[src/rtl/two_region_binned_mean_heatmap_assert.svh]
// Assertion macros for the binned mean heatmap block
`ifndef TWO_REGION_BINNED_MEAN_HEATMAP_ASSERT_SVH
`define TWO_REGION_BINNED_MEAN_HEATMAP_ASSERT_SVH
// implication checked every clock outside reset
`define TRBMH_ASSERT_IMP(label, clk, rst_n, lhs, rhs, msg) \
    label: assert property (@(posedge clk) disable iff (!rst_n) (lhs) |-> (rhs)) \
        else $error(msg);
// next-cycle implication
`define TRBMH_ASSERT_NEXT(label, clk, rst_n, lhs, rhs, msg) \
    label: assert property (@(posedge clk) disable iff (!rst_n) (lhs) |=> (rhs)) \
        else $error(msg);
`endif

[src/rtl/trbmh_pkg.sv]
// Package: shared types and constants of the binned mean heatmap
package trbmh_pkg;
    // grid size: time bins by levels, fixed by the 6-bit bin and level fields
    localparam int BIN_COUNT = 64;
    localparam int LEVELS    = 64;

    localparam logic [1:0] ST_ACC  = 2'd0;
    localparam logic [1:0] ST_LATE = 2'd1;
    localparam logic [1:0] ST_OUT  = 2'd2;
    localparam logic [1:0] ST_READ = 2'd3;

    localparam logic [2:0] CFG_SPLIT_TIME = 3'd0;
    localparam logic [2:0] CFG_END_TIME   = 3'd1;
    localparam logic [2:0] CFG_WIDTH1     = 3'd2;
    localparam logic [2:0] CFG_WIDTH2     = 3'd3;
    localparam logic [2:0] CFG_SPLIT_BIN  = 3'd4;
    localparam logic [2:0] CFG_BINS_USED  = 3'd5;
    localparam logic [2:0] CFG_LEVEL_MAX  = 3'd6;

    typedef struct packed {
        logic        req_type;
        logic [31:0] sample_time;
        logic [5:0]  level;
        logic [15:0] abundance;
        logic [5:0]  read_bin;
    } t_in_word;

    typedef struct packed {
        logic [1:0]  status;
        logic [15:0] mean_value;
        logic [15:0] cell_count;
        logic [31:0] bin_edge;
    } t_out_word;

    typedef struct packed {
        logic [2:0]  index;
        logic [31:0] data;
    } t_cfg_word;

    // divider handshake between sequencer and divider
    typedef struct packed {
        logic        start;
        logic [31:0] dividend;
        logic [31:0] divisor;
    } t_div_req;

    typedef struct packed {
        logic        done;
        logic [31:0] quotient;
    } t_div_rsp;
endpackage

[src/rtl/trbmh_div.sv]
// Radix-2 restoring divider, one quotient bit per cycle
module trbmh_div (
    input  logic                i_clk,
    input  logic                i_rst_n,
    input  trbmh_pkg::t_div_req i_req,
    output trbmh_pkg::t_div_rsp o_rsp
);
    import trbmh_pkg::*;

    logic [31:0] r_quo, n_quo;
    logic [31:0] r_rem, n_rem;
    logic [31:0] r_dvs, n_dvs;
    logic [5:0]  r_cnt, n_cnt;
    logic        r_busy, n_busy;
    logic        r_done, n_done;
    logic [32:0] w_trial;

    // shift one dividend bit into the remainder and try subtract
    always_comb begin
        w_trial = {r_rem, r_quo[31]} - {1'b0, r_dvs};
        n_quo  = r_quo;
        n_rem  = r_rem;
        n_dvs  = r_dvs;
        n_cnt  = r_cnt;
        n_busy = r_busy;
        n_done = 1'b0;
        if (i_req.start) begin
            n_quo  = i_req.dividend;
            n_rem  = '0;
            n_dvs  = i_req.divisor;
            n_cnt  = 6'd0;
            n_busy = 1'b1;
        end else if (r_busy) begin
            if (w_trial[32]) begin
                n_rem = {r_rem[30:0], r_quo[31]};
                n_quo = {r_quo[30:0], 1'b0};
            end else begin
                n_rem = w_trial[31:0];
                n_quo = {r_quo[30:0], 1'b1};
            end
            n_cnt = r_cnt + 6'd1;
            if (r_cnt == 6'd31) begin
                n_busy = 1'b0;
                n_done = 1'b1;
            end
        end
    end

    always_ff @(posedge i_clk) begin
        if (!i_rst_n) begin
            r_busy <= 1'b0;
            r_done <= 1'b0;
            r_cnt  <= '0;
        end else begin
            r_busy <= n_busy;
            r_done <= n_done;
            r_cnt  <= n_cnt;
        end
        r_quo <= n_quo;
        r_rem <= n_rem;
        r_dvs <= n_dvs;
    end

    assign o_rsp.done     = r_done;
    assign o_rsp.quotient = r_quo;
endmodule

[config.mk]
export PLATFORM = sky130hd
export DESIGN_NAME = trbmh_div
export DESIGN_NICKNAME = d
export VERILOG_FILES = /design/src/rtl/two_region_binned_mean_heatmap_assert.svh /design/src/rtl/trbmh_pkg.sv /design/src/rtl/trbmh_div.sv
export SDC_FILE = /design/constraint.sdc
export NUM_CORES = 1
export LEC_CHECK = 0
export BUFFER_PORTS_ARGS = -buffer_cell sky130_fd_sc_hd__buf_4
export CAP_MARGIN = 10
export CORE_ASPECT_RATIO = 1.4
export CORE_UTILIZATION = 47
export DETAILED_ROUTE_END_ITERATION = 6
export PLACE_DENSITY = 0.8
export REMOVE_ABC_BUFFERS = 1
export SYNTH_ARGS = -nofsm -noshare
export SYNTH_HDL_FRONTEND = slang
export SYNTH_SLANG_ARGS = --single-unit
[constraint.sdc]
create_clock -name i_clk -period 3.15 [get_ports i_clk]
set_clock_uncertainty 0.1 [all_clocks]
set_input_delay 0.4725 -clock i_clk [delete_from_list [all_inputs] [get_ports i_clk]]
set_output_delay 0.4725 -clock i_clk [all_outputs]
set_load 0.005 [all_outputs]
==> run summary, run 1 <==
The maximum vdd ir drop came out at 0.277 mV. Setup repair after global routing could not meet its margin everywhere. The critical path arrival is 3.21 ns. The first global-routing pass estimated 22,000 µm of wire. The final core utilization is 58.6%.

The core outline area is 12,300 µm². Setup violations remaining at the end of the flow were counted as 0. Yosys mapped a number of flops with a built-in enable equal to 64. Summed over its instances, the top area cell type makes up 32.6% of the synthesized netlist area. The via count came out at 4,836.

Global routing consumed, on the met3 layer, 4.48% of the routing resources. STA puts the critical path data required time at 3.31 ns. The switching power is 1.04 mW. After synthesis, the cell types taking the most area are edfxtp_1 (33%), dfxtp_1 (14%), ha_1 (7.0%), mux2_2 (5.9%), nand2_1 (4.8%).

The overflow left after global routing is 0. The average wire per standard cell came out at 16.1 µm. The path type of the worst setup path is flop to flop.

The final critical-path share of the clock period came out at 96.7%. The instance count on the critical path came out at 12. STA classifies the critical path startpoint as a flop.

The total I/O pin count came out at 100. After synthesis the netlist holds a flip-flop and latch count of 104. The async set-or-reset flop fraction in the synthesized netlist is 0%. The path class of the tightest hold or removal check is input port to flop. The post-layout instance count excluding filler cells came out at 830. The H-tree was split into 3 levels. The critical-path maximum fanout is 13. The starting density of the core came out at 48.1%. The max-slew headroom at the worst pin came out at 58.2%.

The most numerous cell in the Yosys netlist is nand2_1. The height of the die came out at 134 µm. The worst register-to-register path begins at r_dvs[20]. For hold timing, the worst endpoint is r_dvs[29].

The number of sinks handled by clock tree synthesis is 104. The endpoint identified for the worst register-to-register timing path is r_rem[20]. The global routing stage identified its most utilized layer as met2.

Relative to the synthesized area, the layout overhead comes to 22.0%. The global placement routability congestion is 0.914. The signal on the critical path passes through inv_1, ha_1, or2_1, a21o_1, nor2b_1, a2111oi_0, o21ai_1, o221a_4, xnor2_2, buf_6, a21oi_1, a211oi_1. On the critical path, the stage with the largest delay is an instance of a2111oi_0.

The power per cell area came out at 495 nW/µm². Of the total power, the share spent switching nets is 29.2%. In this run the tool buffered the top-level ports with 99 buffer cells.

The internal reg-to-reg setup slack is 0.10 ns. Once detailed placement completed, the half-perimeter wirelength came to 9500 µm. The final period demand of the worst path came out at 3.05 ns.

The average vias per placed instance came out at 5.83. The number of buffers added by the clock tree synthesis step came out at 9. Including well taps, the total number of placed cells is 813. In this run the remaining antenna-violating nets after routing total 0.

Counting along the longest clock path gives a buffer depth of 2. The clock network fraction of total power came out at 31.3%. The maximum clock frequency is 328 MHz. The post-synthesis average cell area is 10.1 µm².

For the pin with the worst max-slew slack, the measured transition is 0.627 ns. The global-route met1 utilization is 24.0%. After detailed routing, the total wire length is 13,400 µm.

The net count reported at finish came out at 776. The first TritonRoute pass finished after 6 iterations. The number of stages on the worst hold path is 1.

The width of the die is 96.6 µm. Grouping stages by cell kind, the critical path spends the most delay in compound AO/OA/AOI/OAI gates. TritonCTS built the clock tree. Counting every instance in the synthesized netlist gives 582. The number of antenna diodes came out at 0. The combinational fraction of design power is 22.6%. After detailed routing, the number of remaining DRC violations is 0. For this block, the initial DRC count from the detailed router was 207. The biggest cell delay along the critical path is 0.41 ns. The total of warnings raised by yosys is 0.

The clock latency at the later pin of the worst-skew pair is 0.36 ns. The number of hold violations in the final report is 0. Sorting the synthesized cells by how often they occur yields nand2_1 (75), edfxtp_1 (64), nor2_1 (47).

The number of max-cap violations came out at 0. Entering global routing, the biggest net connects 38 pins. Global routing used 21.7% of the available tracks across all layers. The combined area of all synthesized cells is 5890 µm². The start point of the worst hold path is i_req[29]. The floorplan step defined a die boundary enclosing 13,000 µm². The cell sitting at the root of the clock tree is a clkbuf_16.

The sequential element share of the synthesized area came out at 46.2%. Clock-pin slew was measured on the worst setup and hold paths at 0.08 ns. The number of core rows is 48. The static leakage power came out at 3.02 nW.

In the synthesized netlist the dominant register cell turns out to be edfxtp_1. The depth of the most critical reg-to-reg path is 12. The layout cell share with drive strength beyond 1 came out at 27.5%. The run finished with clean final reports. Yosys mapped the design onto 61 distinct sky130hd cell types.

For met2 alone, demand over resource in global routing was 38.5%. The initial antenna violation count came out at 0. edfxtp_1 takes more of the synthesized area than any other cell.

The filler cell count is 1,044. The number of global-route vias before repair came to 4,921. The total internal power came out at 2.52 mW. Counting both buffers and inverters, the worst setup path holds a total of 2.

The worst setup path is captured at a flop. The share of total power dissipated in sequential elements is 46.1%. The final number of max-transition violations is 0.
==> flip-flops by register name, indices dropped and copies added (netlist names) <==
name    flops
r_done      1
r_busy      1
r_dvs      32
r_rem      32
r_cnt       6
r_quo      32
==> metal layers <==
metal	routed length, µm	part of all wire, %
met1	5250	39
met2	7090	53
met3	587	4.4
met4	467	3.5
met5	0	0
==> stage by stage <==
step / worst slack [ns] / area [µm²] / setup TNS (ns) / power, mW / hold WS (ns)
after floorplan: -0.184 / 5730 / -3.52 / 2.14 / 0.324
after global placement: 0.141 / 6780 / 0 / 2.41 / 0.345
after detailed placement: -0.0171 / 6780 / -0.0204 / 2.43 / 0.370
after CTS: 0.000745 / 7080 / 0 / 3.54 / 0.182
after global routing: -0.0575 / 7190 / -0.416 / 3.72 / 0.177
final: 0.104 / 7190 / 0 / 3.56 / 0.188
==> area by class of cell <==
type | instances | area (µm²) | share of cell area [%]
well taps | 150 | 188 | 2.61
clock inverters | 7 | 67.6 | 0.940
inverters | 39 | 146 | 2.04
clock buffers | 9 | 225 | 3.13
multi-input cells | 408 | 2960 | 41.2
repair buffers | 113 | 872 | 12.1
flip-flops and latches | 104 | 2720 | 37.9
==> cell families after synthesis <==
group / Yosys count / synth area share, %
buffers and inverters: 70 / 5.12
flip-flops: 104 / 46.2
XOR/XNOR: 35 / 5.46
AO/OA/AOI/OAI: 142 / 17.3
multiplexers: 33 / 6.27
adder cells (fa/ha/maj): 34 / 7.35
AND/OR/NAND/NOR: 164 / 12.2
==> how the worst max path moves through the flow <==
stage / from / endpoint / slack, ns
6_report: r_dvs[20] / r_rem[20] / 0.10
2_1_floorplan: r_quo[31] / r_rem[26] / -0.18
3_5_place_dp: r_quo[31] / r_rem[22] / -0.02
4_1_cts: r_quo[31] / r_rem[3] / 0.0007
5_1_grt: r_dvs[25] / r_rem[20] / -0.06
3_3_place_gp: r_quo[31] / r_rem[27] / 0.14
==> cells in the final DEF, fill, tap and decap left out, types with 3 or more instances in the layout <==
| cell type | count |
|---|---|
| a21oi_2 | 5 |
| ha_1 | 33 |
| inv_8 | 3 |
| a311oi_1 | 12 |
| edfxtp_1 | 64 |
| nand2_1 | 75 |
| nand4_1 | 6 |
| xor2_1 | 16 |
| or3_1 | 3 |
| o21a_1 | 4 |
| a21oi_1 | 30 |
| o211ai_1 | 3 |
| nor2_1 | 47 |
| o21ai_1 | 3 |
| clkbuf_16 | 9 |
| a211oi_1 | 8 |
| buf_6 | 3 |
| xnor2_1 | 16 |
| inv_1 | 39 |
| a31oi_1 | 7 |
| nor3_1 | 3 |
| and3_1 | 3 |
| o21bai_1 | 3 |
| a311oi_2 | 9 |
| a21o_1 | 16 |
| buf_4 | 109 |
| mux2_2 | 31 |
| dfxtp_1 | 39 |
| nor2b_1 | 5 |
| o32ai_1 | 4 |
| nand3_1 | 8 |
| o21ai_0 | 16 |
==> power by group through the flow <==
stage	Combinational [mW]	Clock (mW)	Sequential, mW
2_1_floorplan	0.480	0	1.66
3_3_place_gp	0.742	0	1.66
3_5_place_dp	0.764	0	1.67
4_1_cts	0.773	1.13	1.64
5_1_grt	0.880	1.18	1.65
6_report	0.804	1.11	1.64
==> timing repair <==
item	CTS	global route
buffers inserted	0	1
pin swaps	0	4
resized for setup	2	19
endpoints found under the setup margin	13	32
hold buffers	0	0
(Power assumes the default switching activity.)
==> run 2, diff against run 1 <==
--- a/config.mk
+++ b/config.mk
@@ -5,12 +5,12 @@
 export SDC_FILE = /design/constraint.sdc
 export NUM_CORES = 1
 export LEC_CHECK = 0
-export BUFFER_PORTS_ARGS = -buffer_cell sky130_fd_sc_hd__buf_4
 export CAP_MARGIN = 10
 export CORE_ASPECT_RATIO = 1.4
 export CORE_UTILIZATION = 47
 export DETAILED_ROUTE_END_ITERATION = 6
-export PLACE_DENSITY = 0.8
+export DONT_BUFFER_PORTS = 1
+export PLACE_DENSITY = 0.73
 export REMOVE_ABC_BUFFERS = 1
 export SYNTH_ARGS = -nofsm -noshare
 export SYNTH_HDL_FRONTEND = slang
==> run summary, run 2 (synthesis results as in run 1) <==
The average wire per standard cell came out at 17.0 µm (+5.4%). The depth of the most critical reg-to-reg path is 13 (+1). The average vias per placed instance was 5.82 (-0.13%). The final period demand of the worst path came to 3.00 ns (-0.0434 ns). The cell type group with the largest total delay on the critical path is compound AO/OA/AOI/OAI gates. The worst setup path is launched from a flop. The critical-path maximum fanout is 7 (-6). The number of sinks handled by clock tree synthesis is 104 (unchanged). The slowest stage of the critical path belongs to the cell fa_2. The global placement routability congestion came out at 0.944 (+3.2%). The number of I/O port buffers came to 0 (-100%). The library cell used most frequently in the layout, excluding fill and tap cells, is nand2_1. The maximum vdd ir drop came out at 0.351 mV (+27%). The DRC violation total after the first TritonRoute iteration came to 265 (+28%).

The worst setup timing slack at the placement stage came out at 0.0779 ns (+0.0950 ns). The run finished with clean final reports. The number of iterations in the first detailed-routing pass came out at 4 (-2). The maximum buffer depth of the clock tree was 2 (unchanged). The cts-stage hold buffer count is 0 (unchanged). The overflow left after global routing is 0 (unchanged). The number of antenna diodes came out at 0 (unchanged).

The clock transition at the registers of the reported paths came out at 0.08 ns (about the same). The final sum of negative setup slack came to 0 ns (unchanged). The total I/O pin count came out at 100 (unchanged). The static leakage power came out at 2.57 nW (-15%). The sum of routed wire length over all layers is 12,500 µm (-6.7%).

The core outline area came out at 12,300 µm² (unchanged). The worst path setup slack after routing came out at 0.147 ns (+0.0434 ns). The largest registers in the layout are r_dvs (32), r_quo (32), r_rem (32). The path type of the worst setup path is flop to flop. The width of the die is 96.6 µm (unchanged). The number of max-cap violations came out at 0 (unchanged).

The layout cell share with drive strength beyond 1 is 15.2% (-12 points). The starting density of the core came out at 48.1% (unchanged). The final number of max-transition violations came to 0 (unchanged). TritonCTS built the clock tree.

The final setup violation count is 0 (unchanged). The residual DRC count was 0 (unchanged). The actual slew at the worst max-slew pin came out at 0.695 ns (+0.0682 ns). The number of global-route vias before repair came out at 4,215 (-14%).

The critical path goes through inv_1, ha_1, fa_2, nor2b_4, o2111ai_2, nand3_1, a311oi_2, o21ai_1, o221a_4, xor2_4, buf_8, nand2_1, a311oi_2. In the layout the commonest cells are nand2_1 (75), edfxtp_1 (64), nor2_1 (47). The number of stages on the worst hold path came to 0 (-1). The H-tree depth is 3 (unchanged). The nature of the critical path endpoint is a flop. The library cell used as clock root buffer is clkbuf_16. The height of the die was 134 µm (unchanged). The most prevalent standard cell on the critical path is a311oi_2. The power per cell area is 529 nW/µm² (+6.8%). The initial antenna violation count is 0 (unchanged). The net count reported at finish came out at 681 (-12%). The total routing usage reported by global routing is 20.2% (-1.4 points).

The total chip power is 3.43 mW (-3.4%). The wire length of the first global-routing pass came out at 20,300 µm (-7.8%). The clock latency at the later pin of the worst-skew pair is 0.36 ns (about the same). The worst endpoint required time came to 3.31 ns (about the same). The post-synthesis to final-layout area growth came out at 10.3%.

The max-slew headroom at the worst pin is 53.6% (-4.7 points). The pin count of the biggest net entering global routing came to 98 (+160%). The min-delay analysis places its worst path in the category input port to flop. The sum of buffers and inverters on the critical path was 2 (unchanged). The remaining antenna violation count after routing came out at 0 (unchanged). The critical path arrival came out at 3.16 ns (-0.05 ns). The full die area is 13,000 µm² (unchanged). The maximum clock frequency came out at 333 MHz (+1.4%). The number of buffers added by the clock tree synthesis step is 9 (unchanged). The instance count on the critical path is 13 (+1). The biggest cell delay along the critical path came out at 0.38 ns (-0.03 ns). The total half-perimeter wirelength after legalization and detailed placement is 8550 µm (-10%). The number of hold violations in the final report came out at 0 (unchanged).

The final critical-path share of the clock period came out at 95.3% (-1.4 points). The number of core rows came out at 48 (unchanged). The via count is 4,277 (-12%).
==> run 2: cell types whose count changed in the layout (fill, tap and decap cells not counted), sizes merged <==
cell      delta
buf         -96
clkinv       +3
inv          -2
clkbuf       +1
clkinvlp     -1
==> run 2: final cells by class <==
class | instances | area, µm²
clock buffer | 9 | 225
clock inverter | 7 | 83.8
fill | 1132 | 5750
inverter | 39 | 146
multi-input combinational | 408 | 2940
sequential | 104 | 2720
tap | 150 | 188
timing repair buffer | 18 | 193
==> run 2: what timing repair did <==
| item | CTS | global route |
|---|---|---|
| setup endpoints to repair | 0 | 31 |
| buffers inserted | 0 | 3 |
| resized for setup | 0 | 21 |
==> run 2: metal layers <==
metal	GRT usage, %	vias up	share of wire, %
met4	7.60	0	2.1
met3	4.88	20	4.1
li1	-	2100	-
met2	34.4	102	52
met5	0	-	0
met1	24.3	2055	42
==> run 2: path summary, 6_finish.rpt <==
path	startpoint	to	slack (ns)
setup / recovery	r_quo[31]	r_rem[16]	0.15
hold / removal	i_req[2]	r_dvs[2]	0.10
setup reg to reg	r_quo[31]	r_rem[16]	0.15
hold reg to reg	r_cnt[5]	r_done	0.37
==> run 2: worst register-to-register path: stages (launching register included) <==
cell and delay (ns):
edfxtp_1 0.36, inv_1 0.05, ha_1 0.22, fa_2 0.38, nor2b_4 0.13, o2111ai_2 0.12
nand3_1 0.14, a311oi_2 0.11, o21ai_1 0.18, o221a_4 0.27, xor2_4 0.29, buf_8 0.17
nand2_1 0.10, a311oi_2 0.28
==> run 2: where the power goes <==
| group | internal (mW) | switching (mW) |
|---|---|---|
| clock | 0.570 | 0.564 |
| sequential | 1.57 | 0.0707 |
| combinational | 0.295 | 0.365 |
| total | 2.44 | 0.999 |
==> run 2: stage by stage <==
stage               instances  hold slack [ns]  area, µm²  utilization (%)
floorplan                 551            0.324       5730                -
global placement          714            0.350       6040             49.3
detailed placement        714            0.344       6040             49.3
CTS                       730           0.0880       6350             51.9
global route              735           0.0829       6500             53.0
finish                    735            0.105       6500             53.0
==> run 3, diff against run 2 <==
--- a/config.mk
+++ b/config.mk
@@ -5,12 +5,13 @@
 export SDC_FILE = /design/constraint.sdc
 export NUM_CORES = 1
 export LEC_CHECK = 0
+export ABC_AREA = 1
 export CAP_MARGIN = 10
 export CORE_ASPECT_RATIO = 1.4
-export CORE_UTILIZATION = 47
+export CORE_UTILIZATION = 65
 export DETAILED_ROUTE_END_ITERATION = 6
 export DONT_BUFFER_PORTS = 1
-export PLACE_DENSITY = 0.73
+export PLACE_DENSITY = 0.92
 export REMOVE_ABC_BUFFERS = 1
 export SYNTH_ARGS = -nofsm -noshare
 export SYNTH_HDL_FRONTEND = slang
==> run summary, run 3 <==
The flow ran to the end, and the final reports show no timing, DRC or antenna violations. The power per cell area is 415 nW/µm² (-22%). In this run the most critical hold path is launched from i_req[31]. The full die area came out at 11,000 µm² (-16%). The DRC violation total after the first TritonRoute iteration is 429 (+62%). The total of flip-flops plus latches after synthesis came out at 104 (unchanged). The cts-stage hold buffer count came out at 0 (unchanged). The quantity of gates resized following cts came to 0 (unchanged). The library cell used as clock root buffer is clkbuf_16.

The layout cell share with drive strength beyond 1 came out at 2.96% (-12 points). The depth of the most critical reg-to-reg path came to 18 (+5). The filler cell count was 880 (-22%). STA classifies the critical path endpoint as a flop. The final period demand of the worst path came out at 2.84 ns (-0.161 ns). The actual slew at the worst max-slew pin was 0.450 ns (-0.245 ns). Leaving out fill and tap cells, the most frequent cell in the layout is nand2_1. The final number of max-transition violations is 0 (unchanged). The maximum clock frequency is 352 MHz (+5.7%). The number of sinks handled by clock tree synthesis is 104 (unchanged). The number of standard cells after synthesis is 1,044 (+79%). The net count reported at finish is 1,142 (+68%). The number of buffers inserted to repair setup after CTS came out at 0 (unchanged). By instance count, the leading cell after synthesis is nand2_1. The remaining antenna violation count after routing is 0 (unchanged). The final sum of negative setup slack is 0 ns (unchanged). The share of the synthesized area in the top cell type came out at 28.1% (-4.6 points). The internal reg-to-reg setup slack came to 0.31 ns (+0.16 ns). The number of max-cap violations is 0 (unchanged). The prevailing post-synth register cell is edfxtp_1.

The H-tree depth is 3 (unchanged). The number of unique standard cell types used by synthesis came out at 28 (-54%). The total I/O pin count came out at 100 (unchanged). The number of synthesized flops with an enable pin is 64 (unchanged). The combined flip-flop and latch cell area is 2720 µm² (about the same).

The critical path arrival came out at 2.98 ns (-0.18 ns). The total chip power came out at 3.02 mW (-12%). The number of hold violations in the final report is 0 (unchanged).

The global placement routability congestion came out at 0.973 (+3.1%). The core outline area came out at 10,300 µm² (-16%). The static leakage power came to 4.03 nW (+57%).

The worst-case hold slack came to 0.103 ns (-0.00143 ns). The final design area excluding fillers was 7280 µm² (+12%). The worst endpoint required time was 3.29 ns (-0.02 ns). The post-synthesis average cell area came to 6.56 µm² (-35%). The post-synthesis to final-layout area growth is 6.40%.

The sequential element share of the synthesized area is 39.8% (-6.5 points). The type of element launching the critical path is a flop. The number of buffers added by the clock tree synthesis step is 9 (unchanged). TritonCTS built the clock tree. The maximum vdd ir drop came out at 0.360 mV (+2.8%). The via count came out at 6,212 (+45%). The total half-perimeter wirelength after legalization and detailed placement was 12,100 µm (+41%). The number of global-route vias before repair is 6,140 (+46%). By area the synthesized netlist is led by edfxtp_1 (28%), nand2_1 (26%), inv_1 (12%), dfxtp_1 (12%), ha_1 (6.0%). The number of I/O port buffers came out at 0 (unchanged).

The average vias per placed instance is 5.25 (-9.8%). Tracing the worst setup path back leads to its startpoint at r_quo[31]. The maximum buffer depth of the clock tree is 2 (unchanged).

In the layout the commonest cells are nand2_1 (482), inv_1 (217), edfxtp_1 (64). The clock latency at the later pin of the worst-skew pair was 0.36 ns (about the same). The average wire per standard cell is 13.7 µm (-19%).

The residual DRC count came out at 0 (unchanged). The number of antenna diodes is 0 (unchanged). The critical path ends at r_rem[21].

Setup repair after global routing left no endpoint under its margin. The placed instance area came out at 6980 µm² (+16%). The pin count of the biggest net entering global routing is 70 (-29%). The critical-path maximum fanout is 21 (+14). The total routing usage reported by global routing is 31.5% (+11 points). In the synthesized netlist, the cells that appear most often are nand2_1 (482), inv_1 (217), edfxtp_1 (64). The overflow left after global routing came to 0 (unchanged). The number of iterations in the first detailed-routing pass came out at 7 (+3). The initial antenna violation count came out at 0 (unchanged). The worst register-to-register path begins at r_quo[31]. The sum of routed wire length over all layers came out at 16,200 µm (+30%). The total of warnings raised by yosys came to 0 (unchanged). The worst register-to-register path ends at r_rem[21]. The number of core rows is 44 (-8.3%). The path class of the lowest-slack min-delay path is input port to flop. The number of stages on the worst hold path came out at 0 (unchanged). The async set-or-reset flop fraction in the synthesized netlist is 0% (unchanged). The largest total area in the synthesized netlist belongs to edfxtp_1.

The max-slew headroom at the worst pin came out at 69.8% (+16 points). The wire length of the first global-routing pass came out at 26,300 µm (+30%). The combined area of all synthesized cells was 6850 µm² (+16%). The final setup violation count came out at 0 (unchanged). The final critical-path share of the clock period was 90.2% (-5.1 points).

The path type of the worst setup path is flop to flop. The clock transition at the registers of the reported paths is 0.08 ns (about the same). The starting density of the core is 66.5% (+18 points).

In the final layout, the registers with the most flip-flops are r_dvs (32), r_quo (32), r_rem (32). The width of the die was 88.7 µm (-8.1%). The multi-input combinational cell area is 3200 µm² (+8.9%). The height of the die was 123 µm (-8.2%).
run 3: cell types whose count changed after synthesis, sizes merged, moves of 6 or more:
cell and change:
nand2 +410, a21o -15, o21ai -11, nor2 +8, xor2 -16, inv +179
nand3 +49, a21oi -12, nor2b -6, a211oi -10, a311oi -21, clkbuf -9
mux2 -31, a31oi -7
run 3: stage by stage:
step	utilization (%)	instances	worst slack, ns
global route	70.7	1184	0.0102
detailed placement	67.8	1168	0.347
floorplan	-	1024	0.302
finish	70.7	1184	0.308
CTS	70.7	1184	0.321
global placement	67.8	1168	0.470
run 3: power by group:
group	switching [mW]	total, mW	internal [mW]
logic	0.205	0.302	0.0965
clock network	0.551	1.13	0.579
registers	0.0502	1.59	1.54
run 3: critical path, cell delays in order, from the launching register on:
cell and delay [ns]:
edfxtp_1 0.38, inv_1 0.07, ha_1 0.24, fa_1 0.40, inv_1 0.09, nand2_1 0.06
nand2_1 0.10, nand3_1 0.07, nand2_1 0.13, nand2_1 0.07, nand2_1 0.11, nand2_1 0.10
nand2_1 0.10, nand2_2 0.08, nand2_2 0.22, buf_12 0.20, nand2_1 0.07, nand3_1 0.06
nand2_1 0.06
run 3: worst min-delay path by stage:
| stage | to | slack (ns) |
|---|---|---|
| after global placement | r_cnt[5] | 0.34 |
| after floorplan | r_cnt[5] | 0.32 |
| after detailed placement | r_cnt[5] | 0.35 |
| after global routing | r_dvs[20] | 0.10 |
| after CTS | r_dvs[31] | 0.11 |
| final | r_dvs[31] | 0.10 |
run 3: cells by family after synthesis:
logic type | Yosys count | share of synthesized area (%)
compound gates | 35 | 2.67
xor+xnor | 14 | 1.79
fa+ha+maj | 34 | 6.32
buf+inv | 238 | 13.5
flops | 104 | 39.8
simple gates | 619 | 35.9
run 3: layer usage:
| metal | vias to the layer above | routed length, µm | GRT usage, % |
|---|---|---|---|
| met5 | - | 0 | 0 |
| met4 | 0 | 902 | 19.8 |
| met3 | 69 | 1110 | 6.34 |
| met2 | 284 | 7920 | 55.7 |
| met1 | 2729 | 6290 | 33.9 |
| li1 | 3130 | - | - |
run 3: layout make-up:
cell class / instances / share of cell area, %
clock buffers: 10 / 3.28
multi-input cells: 702 / 43.9
flip-flops and latches: 104 / 37.4
repair buffers: 6 / 0.962
inverters: 218 / 11.2
well taps: 138 / 2.37
clock inverters: 6 / 0.825
